--- src/rtl/core/afc_pkg.sv ---
`timescale 1ns / 1ps
// ----------------------------------------------------------------------------
// afc_pkg
// Shared types and constants of the Adler-32 frame checker.
// ----------------------------------------------------------------------------
package afc_pkg;

    localparam int HEADER_BYTES = 4;
    localparam logic [15:0] ADLER_MOD = 16'd65521;
    localparam logic [30:0] MIN_FRAME_LEN_RESET = 31'd10;
    localparam logic [30:0] MAX_FRAME_LEN_RESET = 31'd67108864;
    localparam int QUEUE_DEPTH_DEFAULT = 4;
    localparam int NAME_LEN_MIN = 2;

    typedef enum logic [1:0] {
        KIND_NAME_CHAR = 2'd0,
        KIND_NAME_END  = 2'd1,
        KIND_PAYLOAD   = 2'd2,
        KIND_VERDICT   = 2'd3
    } kind_t;

    typedef enum logic [1:0] {
        STATUS_OK       = 2'd0,
        STATUS_BAD_LEN  = 2'd1,
        STATUS_BAD_SUM  = 2'd2,
        STATUS_BAD_NAME = 2'd3
    } status_t;

    // Work the back end performs for one queued entry
    typedef enum logic [1:0] {
        OP_SUM         = 2'd0,
        OP_SUM_EMIT    = 2'd1,
        OP_VERDICT_LEN = 2'd2,
        OP_VERDICT_END = 2'd3
    } op_t;

    typedef enum logic {
        REG_MIN_FRAME_LEN = 1'b0,
        REG_MAX_FRAME_LEN = 1'b1
    } cfg_reg_t;

    typedef struct packed {
        op_t         op;
        kind_t       kind;
        logic [7:0]  data;
        logic [31:0] frame_len;
        logic [31:0] name_len;
        logic [31:0] expected;
        logic        name_ok;
    } item_t;

endpackage

--- src/rtl/core/afc_front.sv ---
`timescale 1ns / 1ps
// ----------------------------------------------------------------------------
// afc_front
// Frame parser: takes bytes, tracks the frame layout and classifies each byte.
// ----------------------------------------------------------------------------
module afc_front (
    input  logic           clk,
    input  logic           rst_n,
    input  logic           cfg_we,
    input  logic           cfg_index,
    input  logic [30:0]    cfg_data,
    input  logic           in_valid,
    output logic           in_stall,
    input  logic [7:0]     rx_byte,
    input  logic           q_full,
    output logic           push,
    output afc_pkg::item_t push_item
);
    import afc_pkg::*;

    typedef enum logic [1:0] {
        PH_LEN,
        PH_BODY,
        PH_DEAD
    } phase_t;

    phase_t      phase_reg, phase_next;
    logic [31:0] count_reg, count_next;
    logic [31:0] len_reg, len_next;
    logic [31:0] name_reg, name_next;
    logic [31:0] exp_reg, exp_next;
    logic [30:0] min_reg, max_reg;

    logic        accept;
    logic [31:0] len_shift, name_shift, exp_shift;
    logic        len_bad;
    logic        name_ok;
    logic [32:0] flen_ext, nlen_ext, count_ext, name_lim;
    logic        in_check, last_byte;
    kind_t       body_kind;

    assign in_stall = q_full;
    assign accept   = in_valid && !q_full;

    assign len_shift  = {len_reg[23:0], rx_byte};
    assign name_shift = {name_reg[23:0], rx_byte};
    assign exp_shift  = {exp_reg[23:0], rx_byte};

    assign len_bad = ($signed(len_shift) < $signed({1'b0, min_reg}))
                  || ($signed(len_shift) > $signed({1'b0, max_reg}));

    // Name length must lie in 2 .. frame_len - 8, signed
    assign flen_ext = {len_reg[31], len_reg};
    assign nlen_ext = {name_reg[31], name_reg};
    assign name_ok  = ($signed(name_reg) >= 32'(NAME_LEN_MIN))
                   && ($signed(nlen_ext) <= $signed(flen_ext - 33'(2 * HEADER_BYTES)));

    assign count_ext = {1'b0, count_reg};
    assign in_check  = (count_ext + 33'(HEADER_BYTES)) >= {1'b0, len_reg};
    assign last_byte = (count_ext + 33'd1) == {1'b0, len_reg};
    assign name_lim  = {1'b0, name_reg} + 33'(HEADER_BYTES - 1);

    always_comb
    begin
        if (!name_ok)
        begin
            body_kind = KIND_PAYLOAD;
        end
        else if (count_ext < name_lim)
        begin
            body_kind = KIND_NAME_CHAR;
        end
        else if (count_ext == name_lim)
        begin
            body_kind = KIND_NAME_END;
        end
        else
        begin
            body_kind = KIND_PAYLOAD;
        end
    end

    always_comb
    begin
        phase_next = phase_reg;
        count_next = count_reg;
        len_next   = len_reg;
        name_next  = name_reg;
        exp_next   = exp_reg;
        push       = 1'b0;
        push_item.op        = OP_SUM;
        push_item.kind      = body_kind;
        push_item.data      = rx_byte;
        push_item.frame_len = len_reg;
        push_item.name_len  = name_reg;
        push_item.expected  = exp_reg;
        push_item.name_ok   = name_ok;
        case (phase_reg)
            PH_LEN:
            begin
                if (accept)
                begin
                    len_next = len_shift;
                    push_item.frame_len = len_shift;
                    if (count_reg == 32'(HEADER_BYTES - 1))
                    begin
                        count_next = '0;
                        if (len_bad)
                        begin
                            push = 1'b1;
                            push_item.op = OP_VERDICT_LEN;
                            phase_next = PH_DEAD;
                        end
                        else if (len_shift == '0)
                        begin
                            // Empty body: verdict right away, expected word is zero
                            push = 1'b1;
                            push_item.op = OP_VERDICT_END;
                            push_item.expected = '0;
                            len_next = '0;
                            name_next = '0;
                            exp_next = '0;
                        end
                        else
                        begin
                            phase_next = PH_BODY;
                        end
                    end
                    else
                    begin
                        count_next = count_reg + 32'd1;
                    end
                end
            end
            PH_BODY:
            begin
                if (accept)
                begin
                    count_next = count_reg + 32'd1;
                    if (in_check)
                    begin
                        exp_next = exp_shift;
                        if (last_byte)
                        begin
                            push = 1'b1;
                            push_item.op = OP_VERDICT_END;
                            push_item.expected = exp_shift;
                            count_next = '0;
                            len_next = '0;
                            name_next = '0;
                            exp_next = '0;
                            phase_next = PH_LEN;
                        end
                    end
                    else if (count_reg < 32'(HEADER_BYTES))
                    begin
                        push = 1'b1;
                        push_item.op = OP_SUM;
                        name_next = name_shift;
                    end
                    else
                    begin
                        push = 1'b1;
                        push_item.op = OP_SUM_EMIT;
                    end
                end
            end
            PH_DEAD:
            begin
                // drop every byte until reset
            end
            default:
            begin
                phase_next = PH_DEAD;
            end
        endcase
    end

    always_ff @(posedge clk or negedge rst_n)
    begin
        if (!rst_n)
        begin
            phase_reg <= PH_LEN;
            count_reg <= '0;
            len_reg   <= '0;
            name_reg  <= '0;
            exp_reg   <= '0;
            min_reg   <= MIN_FRAME_LEN_RESET;
            max_reg   <= MAX_FRAME_LEN_RESET;
        end
        else
        begin
            phase_reg <= phase_next;
            count_reg <= count_next;
            len_reg   <= len_next;
            name_reg  <= name_next;
            exp_reg   <= exp_next;
            if (cfg_we && (cfg_index == REG_MIN_FRAME_LEN))
            begin
                min_reg <= cfg_data;
            end
            if (cfg_we && (cfg_index == REG_MAX_FRAME_LEN))
            begin
                max_reg <= cfg_data;
            end
        end
    end

endmodule

--- config.mk ---
export PLATFORM = sky130hd
export DESIGN_NAME = afc_front
export DESIGN_NICKNAME = d
export VERILOG_FILES = /design/src/rtl/core/afc_pkg.sv /design/src/rtl/core/afc_front.sv
export SDC_FILE = /design/constraint.sdc
export NUM_CORES = 1
export LEC_CHECK = 0
export BUFFER_PORTS_ARGS = -buffer_cell sky130_fd_sc_hd__buf_2
export CAP_MARGIN = 20
export CORE_UTILIZATION = 65
export DETAILED_ROUTE_END_ITERATION = 10
export PLACE_DENSITY_LB_ADDON = 0.05
export SKIP_LAST_GASP = 1
export SYNTH_ARGS = -nofsm -noshare
export SYNTH_HDL_FRONTEND = slang
export SYNTH_SLANG_ARGS = --single-unit
--- constraint.sdc ---
create_clock -name clk -period 9.04 [get_ports clk]
set_input_delay 0 -clock clk [delete_from_list [all_inputs] [get_ports clk]]
set_output_delay 0 -clock clk [all_outputs]
set_load 0.03 [all_outputs]
* After elaboration in Yosys (flattened, before gate mapping) *
Index checks and enable logic that the tools add are counted.

word-level totals
  flip-flop bits (word level) = 192
  bits of input ports = 45
  output and inout bits = 111
  logic and storage cells = 114

operators by class
  $add $sub $neg = 5
  $lt $le $gt $ge = 7
  equality and inequality tests = 15
  multiplexer cells = 64
  bitwise operators = 2
  reductions and logical operators = 14

operator list
  operator               number
  $mux 32                31
  $pmux 32 s2            5
  $mux 2                 17
  $add 32x1->33 const B  1
  $add 32x2->33 const B  1
  $add 32x3->33 const B  1
  $eq 32x33->1           1
  $eq 33x32->1           1
  $ge 33x32->1           1
  $le 32x33->1           1
  $lt 32x33->1           1
  $sub 32x5->33 const B  1
  $add 32x1->32 const B  1
  $eq 32x2->1 const B    1
  $ge 32x3->1 const B    1
  $gt 32x32->1           1
  $logic_not 32->1       1
  $lt 32x3->1 const B    1
  $lt 32x32->1           1
  $ne 2x2->1 const B     7
  $ne 3x3->1 const B     3
  $mux 1                 8
  $reduce_and 8->1       1
  $reduce_and 7->1       1
  other kinds (13)       18

* Depth between registers and ports, before layout *
Gate-level depths: netlist of run 1.

  depth after elaboration = 6
  depth in mapped cells = 19
  gate-level depth less buffers = 17

* Worst setup path before layout of run 1 *
Ideal clock, no wire load.

  path type = flip-flop to output port
  from = register len_reg[10]
  to = output push_item[105] (netlist bit)
  data arrival time = 4596 ps
  data required time = 9040 ps
  path slack = 4444 ps
  cell stages (with the launch flop) = 19
  buffers on the path = 2
  cells stage by stage = dfrtp_1 > clkbuf_1 > or4_1 > and4b_1 > clkbuf_1 > nand2_1 > or3_1 > nand2b_1 > nor2_1 > xnor2_1 > ha_1 > a21o_1 > a21o_1 > a21o_1 > a21oi_1 > o21ai_0 > a2111o_1 > o21ai_0 > nor3b_1

RTL lines
  what                    line              RTL
  start, declared         afc_front.sv:29   logic [31:0] len_reg, len_next;
  start signal, assigned  afc_front.sv:195  len_reg <= len_next;
  end, declared           afc_front.sv:17   output afc_pkg::item_t push_item

==> results of run 1 <==
[cell usage in the layout, fill, tap and decap left out, types with 6 or more instances in the layout]
master | Yosys | layout
o41ai_1 | 6 | 6
inv_1 | 132 | 132
nand2b_1 | 11 | 10
a2111oi_0 | 9 | 9
o21ai_0 | 111 | 111
dlygate4sd3_1 | 0 | 35
a211oi_1 | 9 | 9
nand3_1 | 41 | 41
xor2_1 | 52 | 52
o21a_1 | 9 | 9
and3_1 | 10 | 9
and4_1 | 9 | 9
clkbuf_16 | 0 | 17
dfrtp_1 | 189 | 189
a211o_1 | 7 | 7
o31ai_1 | 7 | 7
nand4_1 | 58 | 58
a21oi_1 | 69 | 69
buf_2 | 17 | 154
mux2i_1 | 31 | 31
o211ai_1 | 6 | 6
or3_1 | 15 | 15
mux2_2 | 34 | 34
nor2b_1 | 9 | 7
nor3_1 | 53 | 52
nand2_1 | 191 | 191
nor2_1 | 74 | 73
buf_4 | 13 | 10
a22o_1 | 98 | 98
a221o_1 | 15 | 15
xnor2_1 | 67 | 67
or4_1 | 14 | 14
a21o_1 | 34 | 34
ha_1 | 165 | 165
nor4_1 | 33 | 33
[kinds of logic (layout without fill, tap and decap cells)]
| group | count (synthesis) | after routing | synth area share, % |
|---|---|---|---|
| AO/OA/AOI/OAI | 416 | 416 | 18.8 |
| buffers and inverters | 265 | 368 | 7.06 |
| AND/OR/NAND/NOR | 553 | 553 | 18.3 |
| multiplexers | 65 | 65 | 4.50 |
| flip-flops | 192 | 192 | 31.2 |
| XOR/XNOR | 119 | 119 | 6.76 |
| adder cells (fa/ha/maj) | 165 | 165 | 13.4 |
[repair_timing]
item / in CTS / in global routing
hold endpoints to repair: 172 / 0
gates resized for setup: 0 / 0
hold buffers: 35 / 0
[metrics by stage]
| stage | utilization [%] | area [um^2] |
|---|---|---|
| after floorplan | - | 15400 |
| after global placement | 70.3 | 16100 |
| after detailed placement | 70.4 | 16100 |
| after CTS | 74.6 | 17100 |
| after global routing | 74.9 | 17200 |
| final | 74.9 | 17200 |
[worst max-delay path: cells and delay by family, from the launching register on]
kind	cells	cell delay, ns
buffers and inverters	1	0.24
adder cells (fa/ha/maj)	1	0.27
flip-flops	1	0.65
XOR/XNOR	1	0.18
AND/OR/NAND/NOR	7	3.53
multiplexers	1	0.29
AO/OA/AOI/OAI	3	0.65
[power groups by stage]
stage / clock network [mW] / logic, mW / registers [mW]
5_1_grt: 0.842 / 0.206 / 0.918
4_1_cts: 0.808 / 0.179 / 0.913
3_3_place_gp: 0 / 0.157 / 0.928
6_report: 0.802 / 0.185 / 0.914
2_1_floorplan: 0 / 0.103 / 0.925
3_5_place_dp: 0 / 0.167 / 0.930
[per-layer routing]
metal  GRT usage, %  up-vias
met5              0        -
met4           16.9        0
met3           6.47      112
met2           63.1      706
met1           52.9     6947
li1               -     6597
[worst paths after layout]
kind                                           startpoint                   endpoint  slack [ns]  cells past startpoint
worst min-delay path                            cfg_index    min_reg[18]$_DFFE_PN0P_       -0.01                      4
max in group asynchronous                           rst_n  count_reg[21]$_DFFE_PN0P_        7.71                      4
worst max-delay path            count_reg[18]$_DFFE_PN0P_               push_item[6]        2.78                     14
min in group asynchronous                           rst_n    exp_reg[27]$_DFFE_PN0P_        0.16                      2
worst min register to register    max_reg[27]$_DFFE_PN0P_    max_reg[27]$_DFFE_PN0P_        0.51                      1
worst max register to register  count_reg[18]$_DFFE_PN0P_  count_reg[19]$_DFFE_PN0P_        3.27                     13
[layout make-up]
type                       count  area share (%)
clock buffer                  18            2.50
inverter                     132            2.88
sequential                   192            28.0
clock inverter                14            1.10
tap                          313            2.28
timing repair buffer         204            7.61
multi-input combinational   1318            55.6
==> flow_metrics.tcl, run 1 <==
set metrics [dict create \
    p_int_mw 1.38 \
    clk_latency_ns 0.45 \
    p_switching_uw 525 \
    drt_drc_violations_left 0 \
    synth-seq-area-share_pct 31.2 \
    critPathKind "flop to output port" \
    syn_inst 1775 \
    fin_ws_ns 2.78 \
    p_clk_share_pct 42.2 \
    status "finished, violations left" \
    vias_per_cell 6.55 \
    slowest_stage "nor3_1" \
    power_density_nw_per_um2 111 \
    synth_area_um2 15400 \
    fin_crit_sh_pct 69.3 \
    critPathRequiredTime_ns 9.04 \
    hpwl_um 34300 \
    end_kind "output port" \
    die_y_um 156 \
    core_um2 22900 \
    slew_viol_final 0 \
    layout-drive-gt1-share_pct 14.0 \
    yosysMostFrequentCell "nand2_1" \
    ys_types 71 \
    drt_pass1_iterations 5 \
    ys_warn_count 0 \
    cts_buffers 17 \
    nets 2075 \
    synth_top_flop_cell "dfrtp_1" \
    wl_met1_um 20000 \
    drtAntennaViolNets 0 \
    power_mw 1.90 \
    grt_start_max_net_pins 113 \
    grt_pass1_wl_um 73400 \
    dieArea_um2 24300 \
    yosysTopAreaCell "dfrtp_1" \
    place.gp.congestion 1.00 \
    regArea_um2 4810 \
    clock-sinks 192 \
    cap_violations 0 \
    wire_per_inst_um 21.9 \
    yosysTopAreaCellShare_pct 30.7 \
    syn2layout_area_growth_pct 11.4 \
    io_buffers 155 \
    ys_ff_latch 192 \
    multiInputGateArea_um2 9550 \
    worst_pin_slew_ns 1.14 \
    fill_cells 1717 \
    rows 55 \
    path_cells "nand4_1, nor3_1, nand2_1, nor3_1, xor2_1, ha_1, a21o_1, a221oi_1, o21ai_0, nor3_1, nor3_1, and3_2, mux2i_1, buf_2" \
    leakage_nw 7.93 \
    timing.setup.tns_ns 0 \
    fp.dieW_um 156 \
    grt_pass1_vias 13400 \
    synth.avg_cell_area_um2 8.68 \
    synth-async-reset-ratio_pct 100 \
    instances_no_fill 2191 \
    synth-edff-count 0 \
    start_util_pct 67.3 \
    diodes 0 \
    dr_total_vias 14400 \
    dp.cells 2121 \
    fin_hold_ws_ns -0.0104 \
    crit_top_cell "nor3_1" \
    timing_hold_violations_final 4 \
    pin_count 156 \
    ctsHtreeMaxLevel 4 \
    gr-total-overflow 0 \
    synth_common_cells "191 x nand2_1, 189 x dfrtp_1, 165 x ha_1" \
    hold_path_class "input port to flop" \
    slew_headroom_pct 23.6 \
    peakVddDrop_v 0.000107 \
    pwr-share-seq_pct 48.1 \
    clk_path_buf_depth 2 \
    maxClockFrequency_mhz 160 \
    clk_pin_slew_ns 0.08 \
    dr_wl_met3_um 3860 \
    violations "negative hold slack" \
    grtUsageTotal_pct 39.5 \
    finClkSkew_ns 0.0170 \
    finalCriticalPeriod_ns 6.26 \
    max_stage_delay_ns 0.93 \
    crit_fanout 32 \
    rsz0062_at_grt "no" \
    antenna_found_initial 0 \
    post_cts.repair.setup_buffers 0 \
    synthTopCellsByArea "dfrtp_1 31%, ha_1 13%, a22o_1 5.6%" \
    switching_share_pct 27.6 \
    worst_ep_arrival_time_ns 6.26 \
    wirelength_um 47900 \
    p_comb_share_pct 9.7 \
    dp_slack_ns 3.40 \
    worst_setup_path_start_kind "flop" \
    cts_tree "done" \
    cts_root_buffer "clkbuf_16" \
    setup_violations 0 \
    dr.max_layer_used "met4" \
    wl_met2_um 22100 \
    syn_nets 1985 \
    drt_iter0_markers 1572 \
]
Power figures use the tool's default switching activity.
==> run 2: changes to the inputs <==
--- a/config.mk
+++ b/config.mk
@@ -7,7 +7,7 @@
 export LEC_CHECK = 0
 export BUFFER_PORTS_ARGS = -buffer_cell sky130_fd_sc_hd__buf_2
 export CAP_MARGIN = 20
-export CORE_UTILIZATION = 65
+export CORE_UTILIZATION = 61
 export DETAILED_ROUTE_END_ITERATION = 10
 export PLACE_DENSITY_LB_ADDON = 0.05
 export SKIP_LAST_GASP = 1
==> constraint.sdc (replaced) <==
create_clock -name clk -period 5.8 [get_ports clk]
set_input_delay 0 -clock clk [delete_from_list [all_inputs] [get_ports clk]]
set_output_delay 0 -clock clk [all_outputs]
set_load 0.03 [all_outputs]
==> run 2 against run 1 <==
First-iteration DRC count down 5.6%. Critical endpoint is now push_item[105]. Worst hold slack worse by 0.014 ns. Combinational power up 56%. Flip-flop and latch count unchanged. Largest power group unchanged. Setup slack worse by 2.4 ns. The flow still finishes with violations (negative hold slack). Total power up 54%.
==> flow_metrics.tcl, run 2 (same netlist as run 1, synthesis figures left out) <==
set metrics [dict create \
    grtUsageTotal_pct 37.3 \
    switching_share_pct 28.3 \
    crit_fanout 11 \
    clk_path_buf_depth 2 \
    worst_setup_path_start_kind "flop" \
    critPathRequiredTime_ns 5.80 \
    clock-sinks 192 \
    fin_crit_sh_pct 92.7 \
    syn2layout_area_growth_pct 12.1 \
    cap_violations 0 \
    status "finished, violations left" \
    grt_start_max_net_pins 114 \
    wire_per_inst_um 21.8 \
    hpwl_um 35500 \
    io_buffers 155 \
    place.gp.congestion 1.01 \
    min_path_cells 4 \
    clk_latency_ns 0.45 \
    setup_violations 0 \
    cts_root_buffer "clkbuf_16" \
    placed_cell_area_um2 16200 \
    p_clk_share_pct 41.7 \
    violations "negative hold slack" \
    cts_tree "done" \
    grt_pass1_vias 13300 \
    vias_per_cell 6.44 \
    fin_hold_ws_ns -0.0243 \
    end_kind "output port" \
    worst_r2r_path_depth 18 \
    rsz0062_at_grt "no" \
    drt_pass1_iterations 6 \
    slew_viol_final 0 \
    dr.max_layer_used "met4" \
    gr-total-overflow 0 \
    layout-drive-gt1-share_pct 14.7 \
    antenna_found_initial 3 \
    ctsHtreeMaxLevel 4 \
    layout_common_cells "191 x nand2_1, 189 x dfrtp_1, 165 x ha_1" \
    die_y_um 161 \
    dr_wl_met3_um 3650 \
    fill_cells 2004 \
    worst_pin_slew_ns 1.13 \
    drt_iter0_markers 1484 \
    fp.dieW_um 161 \
    power_density_nw_per_um2 170 \
    critPathKind "flop to output port" \
    drtAntennaViolNets 0 \
    peakVddDrop_v 0.000184 \
    leakage_nw 7.98 \
    slew_headroom_pct 24.2 \
    cts_buffers 17 \
    grt_pass1_wl_um 74500 \
    diodes 0 \
    wl_met1_um 20400 \
    drt_drc_violations_left 0 \
    timing.setup.tns_ns 0 \
    core_um2 24500 \
    wirelength_um 48400 \
    rows 57 \
    finClkSkew_ns 0.0153 \
    dr_total_vias 14300 \
    p_int_mw 2.10 \
    timing_hold_violations_final 3 \
    maxClockFrequency_mhz 186 \
    pwr-share-seq_pct 48.5 \
    nets 2091 \
    hold_path_class "input port to flop" \
    dieArea_um2 25900 \
    fin_ws_ns 0.421 \
    worst_ep_arrival_time_ns 5.38 \
    wl_met2_um 22300 \
    dp_slack_ns 0.660 \
    start_util_pct 62.8 \
    p_switching_uw 829 \
    clk_pin_slew_ns 0.08 \
    pin_count 156 \
    finalCriticalPeriod_ns 5.38 \
    p_comb_share_pct 9.8 \
    final_area_um2 17300 \
    layout_commonest_cell "nand2_1" \
]
[run 2: changes by cell type in the layout (fill, tap and decap cells not counted), sizes merged]
cell and delta:
buf +13, dlygate4sd3 +3, bufinv -1, clkinvlp +1
[run 2: timing repair]
action | in CTS | in global routing
gates resized for setup | 0 | 3
setup endpoints to repair | 0 | 32
buffers inserted | 0 | 0
hold buffers | 36 | 2
hold endpoints to repair | 177 | 5
[run 2: area by class of cell]
type | instances | area, um^2 | share of cell area [%]
Clock buffer | 18 | 429 | 2.48
Clock inverter | 14 | 166 | 0.963
Inverter | 132 | 495 | 2.87
Multi-Input combinational cell | 1318 | 9560 | 55.4
Sequential cell | 192 | 4810 | 27.8
Tap cell | 324 | 405 | 2.35
Timing Repair Buffer | 220 | 1400 | 8.13
[run 2: power by group through the flow]
stage	Sequential [mW]	Clock, mW	Combinational (mW)
2_1_floorplan	1.44	0	0.161
3_5_place_dp	1.45	0	0.261
3_3_place_gp	1.45	0	0.247
5_1_grt	1.43	1.27	0.324
6_report	1.42	1.22	0.289
4_1_cts	1.42	1.23	0.282
[run 2: path summary, 6_finish.rpt]
| kind | start | to | slack, ns |
|---|---|---|---|
| min reg2reg | min_reg[3]$_DFFE_PN1P_ | min_reg[3]$_DFFE_PN1P_ | 0.51 |
| min | cfg_we | min_reg[18]$_DFFE_PN0P_ | -0.02 |
| max reg2reg | count_reg[2]$_DFFE_PN0P_ | name_reg[25]$_DFFE_PN0P_ | 0.99 |
| max in group asynchronous | rst_n | max_reg[26]$_DFFE_PN1P_ | 4.33 |
| max | len_reg[10]$_DFFE_PN0P_ | push_item[105] | 0.42 |
| min in group asynchronous | rst_n | exp_reg[25]$_DFFE_PN0P_ | 0.24 |
[run 2: stage by stage]
step                util (%)  hold slack, ns  total power, mW  instances
floorplan                  -          -0.296             1.60       1775
CTS                     70.1         0.00178             2.93       2214
global route            70.4         0.00324             3.03       2218
global placement        66.2           0.185             1.69       2146
detailed placement      66.2           0.203             1.71       2146
finish                  70.4         -0.0243             2.93       2218
[run 2: worst max-delay path, stage by stage, from the launching register on]
cell	delay [ns]
dfrtp_1	0.56
or4_1	0.60
and4b_1	0.40
nand2_1	0.14
or3_1	0.47
nand2b_1	0.23
nor2_1	0.13
xnor2_1	0.23
ha_1	0.32
a21o_1	0.18
a21o_1	0.17
a21o_1	0.17
a21oi_1	0.16
o21ai_0	0.12
a2111o_1	0.29
o21ai_0	0.23
nor3b_1	0.28
buf_2	0.24
[run 2: layer usage]
metal	track usage, %	up-vias
met1	50.2	6924
li1	-	6615
met5	0	-
met2	60.4	634
met4	16.3	0
met3	4.83	105
